File: src/hdl/ppg_pkg.sv
// ppg pulse rate detector: shared widths, register indexes, reset values and types
package ppg_pkg;

  // configuration port
  localparam int CFG_W     = 21;
  localparam int CFG_IDX_W = 3;

  // register field widths
  localparam int ALPHA_W = 15;
  localparam int THR_W   = 21;
  localparam int PRES_W  = 18;
  localparam int WIN_W   = 10;
  localparam int NUM_W   = 20;
  localparam int PER_W   = 8;

  // datapath widths
  localparam int DC_W   = 25;
  localparam int DCR_W  = 20;
  localparam int NORM_W = 21;
  localparam int BPM_W  = 8;
  localparam int BEAT_W = 3;

  typedef logic [CFG_IDX_W-1:0] cfg_idx_t;
  typedef logic [BPM_W-1:0]     bpm_t;

  // register indexes
  localparam cfg_idx_t REG_DC_ALPHA      = 3'd0;
  localparam cfg_idx_t REG_HIGH_THRESH   = 3'd1;
  localparam cfg_idx_t REG_LOW_THRESH    = 3'd2;
  localparam cfg_idx_t REG_PRES_THRESH   = 3'd3;
  localparam cfg_idx_t REG_WINDOW_LENGTH = 3'd4;
  localparam cfg_idx_t REG_RATE_NUM      = 3'd5;
  localparam cfg_idx_t REG_SAMPLE_PERIOD = 3'd6;

  // register reset values
  localparam logic [ALPHA_W-1:0]      RST_DC_ALPHA      = 15'd31130;
  localparam logic signed [THR_W-1:0] RST_HIGH_THRESH   = 21'sd19;
  localparam logic signed [THR_W-1:0] RST_LOW_THRESH    = -21'sd10;
  localparam logic [PRES_W-1:0]       RST_PRES_THRESH   = 18'd1000;
  localparam logic [WIN_W-1:0]        RST_WINDOW_LENGTH = 10'd1000;
  localparam logic [NUM_W-1:0]        RST_RATE_NUM      = 20'd240000;
  localparam logic [PER_W-1:0]        RST_SAMPLE_PERIOD = 8'd11;

  // beat and rate limits
  localparam logic [BEAT_W-1:0] BEATS_PER_RATE = 3'd5;
  localparam bpm_t BPM_LOW  = 8'd20;
  localparam bpm_t BPM_HIGH = 8'd200;
  localparam bpm_t BPM_SAT  = 8'd255;

endpackage

File: src/hdl/ppg_ser_mul.sv
// ppg serial multiplier: unsigned by signed, one multiplier bit a cycle, quotient by 2^A_W toward zero
module ppg_ser_mul #(
  parameter int A_W = 15,
  parameter int B_W = 25
) (
  input  logic                  clk,
  input  logic                  rst,
  input  logic                  start,
  input  logic [A_W-1:0]        a,
  input  logic signed [B_W-1:0] b,
  output logic                  done,
  output logic signed [B_W-1:0] q
);

  localparam int CNT_W = $clog2(A_W);

  logic                  busy;
  logic [CNT_W-1:0]      cnt;
  logic [A_W-1:0]        a_sh;
  logic signed [B_W-1:0] b_reg;
  logic signed [B_W:0]   acc;
  logic [A_W-1:0]        low;
  logic signed [B_W:0]   sum;

  // partial sum, then shift right: low bits leave into low
  assign sum = acc + (a_sh[0] ? {b_reg[B_W-1], b_reg} : '0);

  always_ff @(posedge clk) begin
    if (rst) begin
      busy <= 1'b0;
      done <= 1'b0;
      cnt  <= '0;
    end else begin
      done <= 1'b0;
      if (start) begin
        busy <= 1'b1;
        cnt  <= '0;
      end else if (busy) begin
        cnt <= cnt + 1'b1;
        if (cnt == CNT_W'(A_W - 1)) begin
          busy <= 1'b0;
          done <= 1'b1;
        end
      end
    end
  end

  always_ff @(posedge clk) begin
    if (start) begin
      a_sh  <= a;
      b_reg <= b;
      acc   <= '0;
      low   <= '0;
    end else if (busy) begin
      acc  <= sum >>> 1;
      low  <= {sum[0], low[A_W-1:1]};
      a_sh <= a_sh >> 1;
    end
  end

  // acc is the floor; step up by one for a negative product with a remainder
  assign q = acc[B_W-1:0] + {{(B_W-1){1'b0}}, acc[B_W] & (|low)};

endmodule

File: src/hdl/ppg_ser_div.sv
// ppg serial divider: restoring unsigned division, one quotient bit a cycle
module ppg_ser_div #(
  parameter int N_W = 23,
  parameter int D_W = 24
) (
  input  logic           clk,
  input  logic           rst,
  input  logic           start,
  input  logic [N_W-1:0] dividend,
  input  logic [D_W-1:0] divisor,
  output logic           done,
  output logic [N_W-1:0] quotient
);

  localparam int CNT_W = $clog2(N_W);

  logic             busy;
  logic [CNT_W-1:0] cnt;
  logic [N_W-1:0]   quo;
  logic [D_W-1:0]   rem;
  logic [D_W-1:0]   dvs;
  logic [D_W:0]     trial;
  logic [D_W:0]     rem_step;
  logic             ge;

  assign trial    = {rem, quo[N_W-1]};
  assign ge       = trial >= {1'b0, dvs};
  assign rem_step = ge ? (trial - {1'b0, dvs}) : trial;

  always_ff @(posedge clk) begin
    if (rst) begin
      busy <= 1'b0;
      done <= 1'b0;
      cnt  <= '0;
    end else begin
      done <= 1'b0;
      if (start) begin
        busy <= 1'b1;
        cnt  <= '0;
      end else if (busy) begin
        cnt <= cnt + 1'b1;
        if (cnt == CNT_W'(N_W - 1)) begin
          busy <= 1'b0;
          done <= 1'b1;
        end
      end
    end
  end

  // dividend shifts out at the top while quotient bits shift in at the bottom
  always_ff @(posedge clk) begin
    if (start) begin
      quo <= dividend;
      rem <= '0;
      dvs <= divisor;
    end else if (busy) begin
      quo <= {quo[N_W-2:0], ge};
      rem <= rem_step[D_W-1:0];
    end
  end

  // a zero divisor gives all ones, which saturates downstream
  assign quotient = quo;

endmodule

File: src/hdl/ppg_pulse_rate_detector.sv
// ppg pulse rate detector: top level, sequencer around a serial multiplier and a serial divider
// sequence: an item taken before a finger is present goes S_IDLE, S_DONE; a processed item
//   runs S_MUL (15 multiply steps), S_UPD, S_SUM, S_DSTM, S_DIVM (23 divide steps for the
//   mean) and S_BEAT, plus S_RSTART and S_DIVR when a fifth beat triggers the rate division;
//   every item then waits in S_DONE until the output register is free
// throughput: one item at a time, the next is taken once the result is in the output register
// reset: synchronous active high rst clears state, filter history, counters, presets config
module ppg_pulse_rate_detector #(
  parameter int MEAN_TAPS   = 5,
  parameter int SAMPLE_BITS = 18,
  parameter int COUNT_BITS  = 16
) (
  input  logic                                clk,
  input  logic                                rst,
  // configuration write port
  input  logic                                cfg_wr_en,
  input  ppg_pkg::cfg_idx_t                   cfg_index,
  input  logic [ppg_pkg::CFG_W-1:0]           cfg_data,
  // sample channel
  input  logic                                in_valid,
  output logic                                in_stall,
  input  logic [SAMPLE_BITS-1:0]              red_sample,
  input  logic [SAMPLE_BITS-1:0]              ir_sample,
  // result channel
  output logic                                out_valid,
  input  logic                                out_stall,
  output logic                                active,
  output logic signed [ppg_pkg::DCR_W-1:0]    dc_removed,
  output logic signed [ppg_pkg::NORM_W-1:0]   normalised,
  output logic                                beat_event,
  output logic                                rate_ready,
  output ppg_pkg::bpm_t                       rate_bpm,
  output logic                                rate_changed
);

  import ppg_pkg::*;

  localparam int IDX_W      = $clog2(MEAN_TAPS);
  localparam int SUM_W      = DCR_W + $clog2(MEAN_TAPS);
  localparam int DIV_N_W    = (SUM_W > NUM_W) ? SUM_W : NUM_W;
  localparam int DIV_D_W    = PER_W + COUNT_BITS;
  localparam int PRES_CMP_W = (SAMPLE_BITS > PRES_W) ? SAMPLE_BITS : PRES_W;
  localparam int TMP_W      = DC_W + 2;

  // sequencer states
  localparam logic [3:0] S_IDLE   = 4'd0;
  localparam logic [3:0] S_MUL    = 4'd1;  // dc filter product, bit serial
  localparam logic [3:0] S_UPD    = 4'd2;  // dc filter update
  localparam logic [3:0] S_DSTM   = 4'd3;  // launch mean division
  localparam logic [3:0] S_DIVM   = 4'd4;
  localparam logic [3:0] S_BEAT   = 4'd5;  // hysteresis and counters
  localparam logic [3:0] S_RSTART = 4'd6;  // launch rate division
  localparam logic [3:0] S_DIVR   = 4'd7;
  localparam logic [3:0] S_DONE   = 4'd8;  // hand over to the output register
  localparam logic [3:0] S_SUM    = 4'd9;  // moving sum update

  // configuration registers
  logic [ALPHA_W-1:0]      dc_alpha;
  logic signed [THR_W-1:0] high_threshold;
  logic signed [THR_W-1:0] low_threshold;
  logic [PRES_W-1:0]       presence_threshold;
  logic [WIN_W-1:0]        window_length;
  logic [NUM_W-1:0]        rate_numerator;
  logic [PER_W-1:0]        sample_period;

  // block state
  logic [3:0]                state;
  logic                      running;
  logic signed [DC_W-1:0]    dc_prev;
  logic signed [DCR_W-1:0]   mean_taps [MEAN_TAPS];
  logic signed [SUM_W-1:0]   mean_sum;
  logic [IDX_W-1:0]          tap_index;
  logic [WIN_W-1:0]          window_count;
  logic [COUNT_BITS-1:0]     interval_count;
  logic [BEAT_W-1:0]         beat_count;
  logic                      above_flag;
  bpm_t                      last_rate;

  // working registers for the item in flight
  logic [SAMPLE_BITS-1:0]    red_reg;
  logic                      active_w;
  logic signed [DCR_W-1:0]   dcr_w;
  logic signed [NORM_W-1:0]  norm_w;
  logic                      beat_w;
  logic                      ready_w;
  bpm_t                      bpm_w;
  logic                      changed_w;
  logic                      mean_neg;
  logic [COUNT_BITS-1:0]     rate_cnt;

  // handshake
  logic accept;
  logic out_free;
  logic present;

  // arithmetic units
  logic                      mul_start;
  logic                      mul_done;
  logic signed [DC_W-1:0]    mul_q;
  logic                      div_start;
  logic                      div_done;
  logic [DIV_N_W-1:0]        div_dividend;
  logic [DIV_D_W-1:0]        div_divisor;
  logic [DIV_N_W-1:0]        div_q;

  // filter datapath
  logic signed [TMP_W-1:0]   temp;
  logic signed [DC_W-1:0]    temp_sat;
  logic signed [DC_W:0]      dcr_diff;
  logic signed [DCR_W-1:0]   dcr_sat;
  logic signed [DCR_W-1:0]   tap_old;
  logic signed [SUM_W-1:0]   sum_new;
  logic [IDX_W-1:0]          idx_next;
  logic [SUM_W-1:0]          sum_mag;

  // beat datapath
  logic [DCR_W-1:0]          mean_q;
  logic signed [NORM_W-1:0]  mean_s;
  logic signed [NORM_W-1:0]  norm;
  logic [WIN_W-1:0]          window_inc;
  logic                      window_end;
  logic [COUNT_BITS-1:0]     interval_inc;
  logic [COUNT_BITS-1:0]     interval_next;
  logic                      beat_hit;
  logic [BEAT_W-1:0]         beat_next;
  logic                      above_next;
  logic                      rate_go;

  // rate datapath
  bpm_t                      rate_sat;
  logic                      rate_ok;

  assign in_stall = rst | (state != S_IDLE);
  assign accept   = in_valid & ~in_stall;
  assign out_free = ~out_valid | ~out_stall;

  // finger presence on either channel
  assign present = (PRES_CMP_W'(red_sample) > PRES_CMP_W'(presence_threshold))
                 | (PRES_CMP_W'(ir_sample) > PRES_CMP_W'(presence_threshold));

  // ---------------------------------------------------------------------------
  // configuration writes
  // ---------------------------------------------------------------------------
  always_ff @(posedge clk) begin
    if (rst) begin
      dc_alpha           <= RST_DC_ALPHA;
      high_threshold     <= RST_HIGH_THRESH;
      low_threshold      <= RST_LOW_THRESH;
      presence_threshold <= RST_PRES_THRESH;
      window_length      <= RST_WINDOW_LENGTH;
      rate_numerator     <= RST_RATE_NUM;
      sample_period      <= RST_SAMPLE_PERIOD;
    end else if (cfg_wr_en) begin
      unique case (cfg_index)
        REG_DC_ALPHA:      dc_alpha           <= cfg_data[ALPHA_W-1:0];
        REG_HIGH_THRESH:   high_threshold     <= cfg_data[THR_W-1:0];
        REG_LOW_THRESH:    low_threshold      <= cfg_data[THR_W-1:0];
        REG_PRES_THRESH:   presence_threshold <= cfg_data[PRES_W-1:0];
        REG_WINDOW_LENGTH: window_length      <= cfg_data[WIN_W-1:0];
        REG_RATE_NUM:      rate_numerator     <= cfg_data[NUM_W-1:0];
        REG_SAMPLE_PERIOD: sample_period      <= cfg_data[PER_W-1:0];
        default: ;
      endcase
    end
  end

  // ---------------------------------------------------------------------------
  // serial units
  // ---------------------------------------------------------------------------
  assign mul_start = accept & running;

  ppg_ser_mul #(
    .A_W (ALPHA_W),
    .B_W (DC_W)
  ) u_mul (
    .clk   (clk),
    .rst   (rst),
    .start (mul_start),
    .a     (dc_alpha),
    .b     (dc_prev),
    .done  (mul_done),
    .q     (mul_q)
  );

  // shared divider: mean magnitude by tap count, or numerator by period times interval
  assign div_start    = (state == S_DSTM) | (state == S_RSTART);
  assign div_dividend = (state == S_RSTART) ? DIV_N_W'(rate_numerator) : DIV_N_W'(sum_mag);
  assign div_divisor  = (state == S_RSTART)
                      ? ({{COUNT_BITS{1'b0}}, sample_period} * {{PER_W{1'b0}}, rate_cnt})
                      : DIV_D_W'(MEAN_TAPS);

  ppg_ser_div #(
    .N_W (DIV_N_W),
    .D_W (DIV_D_W)
  ) u_div (
    .clk      (clk),
    .rst      (rst),
    .start    (div_start),
    .dividend (div_dividend),
    .divisor  (div_divisor),
    .done     (div_done),
    .quotient (div_q)
  );

  // ---------------------------------------------------------------------------
  // dc removal and moving sum
  // ---------------------------------------------------------------------------
  always_comb begin
    temp = {{(TMP_W-SAMPLE_BITS){1'b0}}, red_reg} + {{2{mul_q[DC_W-1]}}, mul_q};
    // saturate the filter state to its own width
    if (temp[TMP_W-1:DC_W-1] != {(TMP_W-DC_W+1){temp[TMP_W-1]}}) begin
      temp_sat = temp[TMP_W-1] ? {1'b1, {(DC_W-1){1'b0}}} : {1'b0, {(DC_W-1){1'b1}}};
    end else begin
      temp_sat = temp[DC_W-1:0];
    end
    dcr_diff = {temp_sat[DC_W-1], temp_sat} - {dc_prev[DC_W-1], dc_prev};
    if (dcr_diff[DC_W:DCR_W-1] != {(DC_W-DCR_W+2){dcr_diff[DC_W]}}) begin
      dcr_sat = dcr_diff[DC_W] ? {1'b1, {(DCR_W-1){1'b0}}} : {1'b0, {(DCR_W-1){1'b1}}};
    end else begin
      dcr_sat = dcr_diff[DCR_W-1:0];
    end
    // moving sum works from the registered filter output
    tap_old  = mean_taps[tap_index];
    sum_new  = mean_sum - SUM_W'(tap_old) + SUM_W'(dcr_w);
    idx_next = (tap_index == IDX_W'(MEAN_TAPS - 1)) ? '0 : tap_index + 1'b1;
    // magnitude for a division that truncates toward zero
    sum_mag  = mean_sum[SUM_W-1] ? (~mean_sum + 1'b1) : mean_sum;
  end

  // ---------------------------------------------------------------------------
  // mean difference, hysteresis and counters
  // ---------------------------------------------------------------------------
  always_comb begin
    mean_q        = div_q[DCR_W-1:0];
    mean_s        = mean_neg ? -$signed({1'b0, mean_q}) : $signed({1'b0, mean_q});
    norm          = mean_s - {dcr_w[DCR_W-1], dcr_w};
    window_inc    = window_count + 1'b1;
    window_end    = window_inc >= window_length;
    interval_inc  = (interval_count == '1) ? interval_count : interval_count + 1'b1;
    beat_hit      = (norm > high_threshold) & ~above_flag;
    beat_next     = beat_hit ? beat_count + 1'b1 : beat_count;
    // the first beat of a measurement starts the interval afresh
    interval_next = (beat_hit && beat_next == BEAT_W'(1)) ? '0 : interval_inc;
    above_next    = (norm < low_threshold) ? 1'b0 : (beat_hit | above_flag);
    rate_go       = beat_next >= BEATS_PER_RATE;
  end

  // rate saturates at the top and must lie strictly inside the band
  assign rate_sat = (|div_q[DIV_N_W-1:BPM_W]) ? BPM_SAT : div_q[BPM_W-1:0];
  assign rate_ok  = (rate_sat > BPM_LOW) & (rate_sat < BPM_HIGH);

  // ---------------------------------------------------------------------------
  // sequencer and state
  // ---------------------------------------------------------------------------
  always_ff @(posedge clk) begin
    if (rst) begin
      state          <= S_IDLE;
      running        <= 1'b0;
      dc_prev        <= '0;
      for (int i = 0; i < MEAN_TAPS; i++) begin
        mean_taps[i] <= '0;
      end
      mean_sum       <= '0;
      tap_index      <= '0;
      window_count   <= '0;
      interval_count <= '0;
      beat_count     <= '0;
      above_flag     <= 1'b0;
      last_rate      <= '0;
      out_valid      <= 1'b0;
    end else begin
      // a result taken while the next one is ready is replaced in S_DONE
      if (out_valid && !out_stall && state != S_DONE) begin
        out_valid <= 1'b0;
      end
      unique case (state)
        S_IDLE: begin
          if (accept) begin
            if (running) begin
              state <= S_MUL;
            end else begin
              // the triggering sample itself is not processed
              if (present) begin
                running <= 1'b1;
              end
              state <= S_DONE;
            end
          end
        end
        S_MUL: begin
          if (mul_done) begin
            state <= S_UPD;
          end
        end
        S_UPD: begin
          dc_prev <= temp_sat;
          state   <= S_SUM;
        end
        S_SUM: begin
          mean_taps[tap_index] <= dcr_w;
          mean_sum             <= sum_new;
          tap_index            <= idx_next;
          state                <= S_DSTM;
        end
        S_DSTM: begin
          state <= S_DIVM;
        end
        S_DIVM: begin
          if (div_done) begin
            state <= S_BEAT;
          end
        end
        S_BEAT: begin
          if (rate_go || window_end) begin
            beat_count     <= '0;
            interval_count <= '0;
            above_flag     <= 1'b0;
          end else begin
            beat_count     <= beat_next;
            interval_count <= interval_next;
            above_flag     <= above_next;
          end
          window_count <= window_end ? '0 : window_inc;
          state        <= rate_go ? S_RSTART : S_DONE;
        end
        S_RSTART: begin
          state <= S_DIVR;
        end
        S_DIVR: begin
          if (div_done) begin
            if (rate_ok) begin
              last_rate <= rate_sat;
            end
            state <= S_DONE;
          end
        end
        S_DONE: begin
          if (out_free) begin
            out_valid <= 1'b1;
            state     <= S_IDLE;
          end
        end
        default: begin
          state <= S_IDLE;
        end
      endcase
    end
  end

  // ---------------------------------------------------------------------------
  // item payload and output register
  // ---------------------------------------------------------------------------
  always_ff @(posedge clk) begin
    case (state)
      S_IDLE: begin
        if (accept) begin
          red_reg   <= red_sample;
          active_w  <= running;
          dcr_w     <= '0;
          norm_w    <= '0;
          beat_w    <= 1'b0;
          ready_w   <= 1'b0;
          bpm_w     <= '0;
          changed_w <= 1'b0;
        end
      end
      S_UPD: begin
        dcr_w <= dcr_sat;
      end
      S_DSTM: begin
        mean_neg <= mean_sum[SUM_W-1];
      end
      S_BEAT: begin
        norm_w   <= norm;
        beat_w   <= beat_hit;
        rate_cnt <= interval_next;
      end
      S_DIVR: begin
        if (div_done && rate_ok) begin
          ready_w   <= 1'b1;
          bpm_w     <= rate_sat;
          changed_w <= rate_sat != last_rate;
        end
      end
      S_DONE: begin
        if (out_free) begin
          active       <= active_w;
          dc_removed   <= dcr_w;
          normalised   <= norm_w;
          beat_event   <= beat_w;
          rate_ready   <= ready_w;
          rate_bpm     <= bpm_w;
          rate_changed <= changed_w;
        end
      end
      default: ;
    endcase
  end

endmodule

File: config.mk
export PLATFORM = sky130hd
export DESIGN_NAME = ppg_pulse_rate_detector
export DESIGN_NICKNAME = d
export VERILOG_FILES = /design/src/hdl/ppg_pkg.sv /design/src/hdl/ppg_ser_mul.sv /design/src/hdl/ppg_ser_div.sv /design/src/hdl/ppg_pulse_rate_detector.sv
export SDC_FILE = /design/constraint.sdc
export NUM_CORES = 2
export LEC_CHECK = 0
export BUFFER_PORTS_ARGS = -buffer_cell sky130_fd_sc_hd__buf_4
export CAP_MARGIN = 20
export CORE_MARGIN = 2
export CORE_UTILIZATION = 57
export CTS_CLUSTER_SIZE = 14
export DETAILED_ROUTE_END_ITERATION = 16
export GPL_ROUTABILITY_DRIVEN = 0
export PLACE_DENSITY_LB_ADDON = 0.08
export SYNTH_ARGS = -nofsm -noshare
export SYNTH_HDL_FRONTEND = slang
export SYNTH_SLANG_ARGS = --single-unit
File: constraint.sdc
create_clock -name clk -period 7.5 [get_ports clk]
set_input_delay 1.5 -clock clk [delete_from_list [all_inputs] [get_ports clk]]
set_output_delay 1.5 -clock clk [all_outputs]
set_load 0.005 [all_outputs]
Yosys cells after proc, flatten, opt, wreduce, memory -nomap -nowiden
Memory sizes are Yosys's and may differ from the RTL's. A register that Yosys moved wholly into a read port is not among the register bits. Index checks and enable logic that the tools add are counted.

Flip-flop bits (word level): 513. RAM bits: 100. Input bits: 65. Output and inout bits: 55. Word-level logic and storage cells: 224. Memories kept: 1.

Memory list: mean_taps (words 5, width 20, rd ports 1, clocked after memory_dff 1, write ports 5, line ppg_pulse_rate_detector.sv:70) `logic signed [DCR_W-1:0] mean_taps [MEAN_TAPS];`.

$add $sub $neg: 16. Multipliers: 1. Magnitude comparators: 9. Eq/ne operators: 30. Mux-type cells: 67. Bitwise logic cells: 17. Reduce and logical (&&, ||, !) cells: 35.

Operator list (count): 2-to-1 mux 23 bit (4); 2-to-1 mux 20 bit (4); 2-to-1 mux 25 bit (2); 2-to-1 mux 16 bit (3); 2-to-1 mux 21 bit (2); case mux 21 bit (2 select lines) (1); case mux 20 bit (2 select lines) (1); case mux 4 bit (10 select lines) (1); greater-than comparator 18 bit (2); 2-to-1 mux 15 bit (2); OR reduction 15 bit (2); 2-to-1 mux 4 bit (7); adder 19 x 25 -> 26 bit (1); adder 26 bit (1); 2-to-1 mux 26 bit (1); subtractor 25 x 25 -> 26 bit (1); adder 25 x 1 -> 25 bit (1); >= comparator 25 x 24 -> 1 bit (1); multiplier 8 x 16 -> 24 bit (1); 2-to-1 mux 1 bit (24); 2-to-1 mux 24 bit (1); 2-to-1 mux 8 bit (3); subtractor 24 bit (1); adder 23 x 1 -> 23 bit (second input constant) (1); other kinds (51) (107).

Longest topological paths before layout
Word-level depth: 10. Gate-level depth with buffers: 32.

Modules after synthesis
A second synthesis with hierarchy kept.

Cells, all modules: 4219. Area total of the unflattened synthesis: 41863.9 um^2.

By module, submodules not included: ppg_pulse_rate_detector (instances 1, cells an instance 3293, area an instance 32461.1 um^2, seq. area each 13262.7 um^2); ppg_ser_mul (instances 1, cells an instance 501, area an instance 4952.2 um^2, seq. area each 2122.0 um^2); ppg_ser_div (instances 1, cells an instance 425, area an instance 4450.5 um^2, seq. area each 2031.9 um^2).

Least setup slack after synthesis
No wires, ideal clock.

Path type: register to register. From: register u_mul.low[10]. To: register dcr_w[11], data pin. Setup time: 271 ps. Arrival time: 6718 ps. Slack: 512 ps. Cell stages (with the launch flop): 32. Path buffers: 2. Clock period less this slack: 6988 ps. Cell sequence: dfxtp_1 nor3_1 a41oi_1 ha_1 ha_1 nand4_1 or2_2 nor2_1 xor2_1 ha_1 nand3_1 a2111oi_2 o21ai_0 o221a_2 nor2_1 nand2_1 o41ai_2 o21ba_2 nor2_1 ha_1 buf_2 a221o_1 a31o_2 a21oi_1 nand2_1 o21ai_0 a21oi_1 or2_2 nor4b_1 o2111ai_1 clkbuf_1 o21ai_0.

Cells in the longest elaborated chain, start to end: 10. Elaborated cells on any way between the ends: 12. Those cells by class: add/sub: 3; eq/ne: 2; mux: 5; bitwise: 1; reduce/logical: 1.

Ends and longest elaborated chain: start, declared (line ppg_ser_mul.sv:22) `logic [A_W-1:0] low;`; start signal, assigned (line ppg_ser_mul.sv:56) `low <= {sum[0], low[A_W-1:1]};`; OR reduction 15 bit * (line ppg_ser_mul.sv:62) `assign q = acc[B_W-1:0] + {{(B_W-1){1'b0}}, acc[B_W] & (|low)};`; bitwise AND 1 bit * (line ppg_ser_mul.sv:62); adder 25 x 1 -> 25 bit * (line ppg_ser_mul.sv:62); adder 19 x 25 -> 26 bit * (line ppg_pulse_rate_detector.sv:209) `temp = {{(TMP_W-SAMPLE_BITS){1'b0}}, red_reg} + {{2{mul_q[DC_W-1]}}, mul_q};`; != test 2 bit / 2-to-1 mux 25 bit (equally long branches) (line ppg_pulse_rate_detector.sv:211, ppg_pulse_rate_detector.sv:212); 2-to-1 mux 25 bit * (line ppg_pulse_rate_detector.sv:211) `if (temp[TMP_W-1:DC_W-1] != {(TMP_W-DC_W+1){temp[TMP_W-1]}}) begin`; named net temp_sat[12] (line ppg_pulse_rate_detector.sv:108) `logic signed [DC_W-1:0] temp_sat;`; subtractor 25 x 25 -> 26 bit * (line ppg_pulse_rate_detector.sv:216) `dcr_diff = {temp_sat[DC_W-1], temp_sat} - {dc_prev[DC_W-1], dc_prev};`; != test 6 bit / 2-to-1 mux 20 bit (equally long branches) (line ppg_pulse_rate_detector.sv:217, ppg_pulse_rate_detector.sv:218); 2-to-1 mux 20 bit * (line ppg_pulse_rate_detector.sv:217) `if (dcr_diff[DC_W:DCR_W-1] != {(DC_W-DCR_W+2){dcr_diff[DC_W]}}) begin`; case mux 20 bit (2 select lines) * (line ppg_pulse_rate_detector.sv:354) `case (state)`; end signal, assigned (line ppg_pulse_rate_detector.sv:368) `dcr_w <= dcr_sat;`; end, declared (line ppg_pulse_rate_detector.sv:82) `logic signed [DCR_W-1:0] dcr_w;`.

The timed path passes the listed nets; every way through them passes the cells marked *. A chain may end at the register's enable or synchronous reset.

Final worst setup path
From: register u_mul.low[7]. To: register dcr_w[3], data pin.

Same word-level chain as after synthesis.

==> results.txt <==
----------------------------------------------------
[Critical path]
  R2R Path Start ... u_mul.low[7]
  Crit Reg-Reg Endpoint ... dcr_w[3]
  Arrival time at the worst endpoint ... 7.62 ns
  Worst Path Required ... 7.96 ns
  Largest stage delay on the critical path ... 0.59 ns
  Worst setup path endpoint ... dcr_w[3]
  Worst setup startpoint ... u_mul.low[7]
  Crit end category ... flop
  CP startpoint kind ... flop
  Critical path start-end classification ... flop to flop
  Register-to-register path setup slack ... 0.33 ns
  Maximum fanout along the worst path ... 7
  Path depth of the worst reg2reg path ... 29
  Slowest-stage cell, CP ... sky130_fd_sc_hd__or4_4

[Worst hold path]
  HP Class ... flop to flop
  Critical hold path startpoint ... norm_w[13]

[Global routing]
  Number of global-route vias before repair ... around 29000
  Initial antenna violation count ... 3
  Maximum number of pins on one net before global-route repair ... 63
  Wire length of the first global-routing pass ... 166 mm
  Overall track demand over capacity in global routing ... 28.5%
  Total grt overflow ... 0

[Clocking]
  Clock slew seen by the registers of the worst setup and hold paths ... roughly 0.060 ns
  Number of CTS-inserted buffers ... 74
  Insertion delay of the later-clocked pin in the worst-skew pair ... 0.64 ns
  Buffer cell driving the clock tree root ... sky130_fd_sc_hd__clkbuf_16
  Buffers from clock root to sink, at most ... 3
  CTS tree ... done
  Clock sink count ... 676
  Level count of the clock H-tree ... 3

[Power]
  Total internal power ... 7.95 mW
  Power per cell area ... around 260 nW/um2
  Switch share ... 33.9%
  Seq pwr share ... 36.2%
  Clock group share of total power ... 31.9%
  Peak ir drop on the vdd network ... 228 uV
  Leak Pwr ... 18.7 nW
  Combinational group share of total power ... 31.9%
  Switching power total ... slightly above 4 mW
  Post-layout power ... roughly 12 mW

[Floorplanning]
  Overall die area ... 74100 um2
  Vertical extent of the die ... 272 um
  Row cnt ... 98
  Die W ... 272 um
  Starting density of the core ... 57.5%
  Total core area ... 71400 um2
  Number of I/O pins ... 120

[Yosys]
  Dominant synthesized flop cell ... sky130_fd_sc_hd__edfxtp_1
  Number of enable flip-flop cells after synthesis ... 388
  Count of cell types in the netlist ... 88
  Synthesized flop and latch total ... 676
  Post-Synthesis Mean Instance Area ... ~9.7 um2
  Area of the mapped netlist ... 41000 um2
  Syn nets ... 4681
  Warnings, synthesis ... 0
  Async S/R FF share, synth ... 0%
  Share of synthesized area occupied by flip-flops and latches ... 42.5%
  Post-synthesis cell count ... 4225

[Finish]
  Post-synthesis to final-layout area growth ... 12.0%
  Multi-input logic area ... 21900 um2
  Post-route cell area ... between 40000 and 50000 um2
  Flip-flop count of the largest register after layout ... 160
  Net count reported at finish ... approximately 4800
  Register bank with the most flops ... mean_taps
  Layout cell share with drive strength beyond 1 ... 11.2%
  Most common library cell in the layout ignoring fill and taps ... sky130_fd_sc_hd__nand2_1
  Sequential cell area ... 17400 um2
  FILL cells ... 5963
  Commonest cells after routing, fill and taps aside ... sky130_fd_sc_hd__nand2_1, sky130_fd_sc_hd__edfxtp_1, sky130_fd_sc_hd__inv_1, sky130_fd_sc_hd__nor2_1, sky130_fd_sc_hd__dfxtp_1

[Timing]
  Final Hold Violating Endpoints ... 0
  Maximum clock rate ... 139 MHz
  Transition time of the tightest slew-check pin ... between 1 and 1.5 ns
  Slew HR ... 24.0%
  Min Clock Period, post-route ... 7.17 ns
  Final number of setup-violating endpoints ... 0
  Final Skew ... 0.0234 ns
  Count of pins over their slew limit ... 0
  Final period utilization ... around 96%

[Outcome]
  Outcome ... complete, no violations

[Routing]
  DR vias ... approximately 31000
  DRT Wirelength ... 107 mm
  DR WL/cell ... 20.0 um
  Starting DRT DRC Count ... 2591
  Vias per cell ... 5.88
  Drt first pass iters ... 5
  Count of unresolved DRC violations after routing ... 0
  Number of nets still failing antenna checks after routing ... 0

[Place]
  Detailed Place HPWL ... 76.2 mm
  Placed standard-cell area ... 43000 um2
  Number of I/O port buffers ... 119

[Job]
  Count of max-cap constraint violations ... 0

----------------------------------------------------
[worst min-delay path by stage]
stage	end	slack (ns)	cells after the start
after floorplan	active	0.40	0
after global routing	rate_bpm[0]	0.42	0
after detailed placement	normalised[13]	0.41	0
after CTS	normalised[13]	0.41	0
final	normalised[13]	0.41	0
after global placement	normalised[14]	0.40	0
[Yosys cell counts (18+ instances only)]
library cell	n	area, um2
sky130_fd_sc_hd__or2_2	21	131
sky130_fd_sc_hd__a22oi_1	36	270
sky130_fd_sc_hd__nand4_1	38	238
sky130_fd_sc_hd__and3_1	29	181
sky130_fd_sc_hd__xnor2_1	135	1180
sky130_fd_sc_hd__o21ai_0	197	986
sky130_fd_sc_hd__a211oi_1	20	150
sky130_fd_sc_hd__xor2_1	70	613
sky130_fd_sc_hd__a21oi_1	260	1300
sky130_fd_sc_hd__nor2_1	287	1080
sky130_fd_sc_hd__o31ai_1	24	180
sky130_fd_sc_hd__mux2_2	22	248
sky130_fd_sc_hd__nor3_1	94	470
sky130_fd_sc_hd__a21o_1	59	443
sky130_fd_sc_hd__nand2b_1	42	263
sky130_fd_sc_hd__nor3b_1	18	135
sky130_fd_sc_hd__nor2b_1	40	250
sky130_fd_sc_hd__ha_1	280	3500
sky130_fd_sc_hd__nand2_1	511	1920
sky130_fd_sc_hd__dfxtp_1	288	5770
sky130_fd_sc_hd__edfxtp_1	388	11700
sky130_fd_sc_hd__fa_1	111	2220
sky130_fd_sc_hd__and2_1	172	1080
sky130_fd_sc_hd__or3_1	28	175
sky130_fd_sc_hd__nand3_1	89	445
sky130_fd_sc_hd__clkbuf_1	149	559
sky130_fd_sc_hd__o21a_1	40	300
sky130_fd_sc_hd__a31oi_1	31	194
sky130_fd_sc_hd__mux4_2	40	901
sky130_fd_sc_hd__nor4_1	40	250
sky130_fd_sc_hd__mux2i_1	44	440
sky130_fd_sc_hd__inv_1	363	1360
sky130_fd_sc_hd__o211ai_1	54	405
[repair_timing]
action                                  CTS  global route
endpoints found under the setup margin   19            57
gates resized for setup                   2            67
pin swaps                                 0            15
hold buffers                              0             0
setup buffers                             0            10
gates cloned                              0             6
[logic make-up after synthesis]
group	count (synthesis)	synth area share, %
DFF	676	42.5
muxes	106	3.87
xor gates and xnor gates	205	4.38
AOI/OAI and AO/OA	853	13.2
buffers and inverters	534	4.96
adders and majority gates	391	14.0
and+or+nand+nor	1460	17.2
[power by group through the flow]
stage / logic, mW / registers [mW] / clock network [mW]
finish: 3.83 / 4.35 / 3.84
global route: 4.28 / 4.38 / 4.04
CTS: 3.59 / 4.34 / 3.89
detailed placement: 3.56 / 4.42 / 0
global placement: 3.55 / 4.42 / 0
floorplan: 2.77 / 4.33 / 0
[layout make-up]
| cell class | instances | share of cell area, % |
|---|---|---|
| Antenna cell | 1 | 0.00545 |
| Clock buffer | 90 | 4.34 |
| Clock inverter | 46 | 1.23 |
| Inverter | 363 | 2.97 |
| Multi-Input combinational cell | 3016 | 47.6 |
| Sequential cell | 676 | 37.9 |
| Tap cell | 950 | 2.59 |
| Timing Repair Buffer | 194 | 3.32 |
[worst max-delay path, delay by kind of cell, from the launching register on]
kind	cells	cell delay, ns
AOI/OAI and AO/OA	13	2.88
xor gates and xnor gates	2	0.49
adders and majority gates	4	1.09
buffers and inverters	3	0.49
DFF	1	0.36
and+or+nand+nor	7	1.68
[routing by layer]
metal	track usage (%)	vias to the layer above	wire length [um]
met3	4.40	161	8180
met5	0	-	0
met2	43.9	1045	47400
li1	-	15100	-
met1	42.0	15100	48000
met4	7.82	0	2910
[stage by stage]
| step | instances | hold WS (ns) | util (%) | setup slack [ns] | setup TNS (ns) |
|---|---|---|---|---|---|
| after floorplan | 4225 | 0.400 | - | 0.512 | 0 |
| after global placement | 5181 | 0.402 | 60.2 | 0.00758 | 0 |
| after detailed placement | 5182 | 0.405 | 60.2 | -0.153 | -2.46 |
| after CTS | 5318 | 0.411 | 63.8 | 0.0520 | 0 |
| after global routing | 5335 | 0.417 | 64.4 | -0.0777 | -0.667 |
| final | 5336 | 0.408 | 64.4 | 0.330 | 0 |
Power figures use the tool's default switching activity.
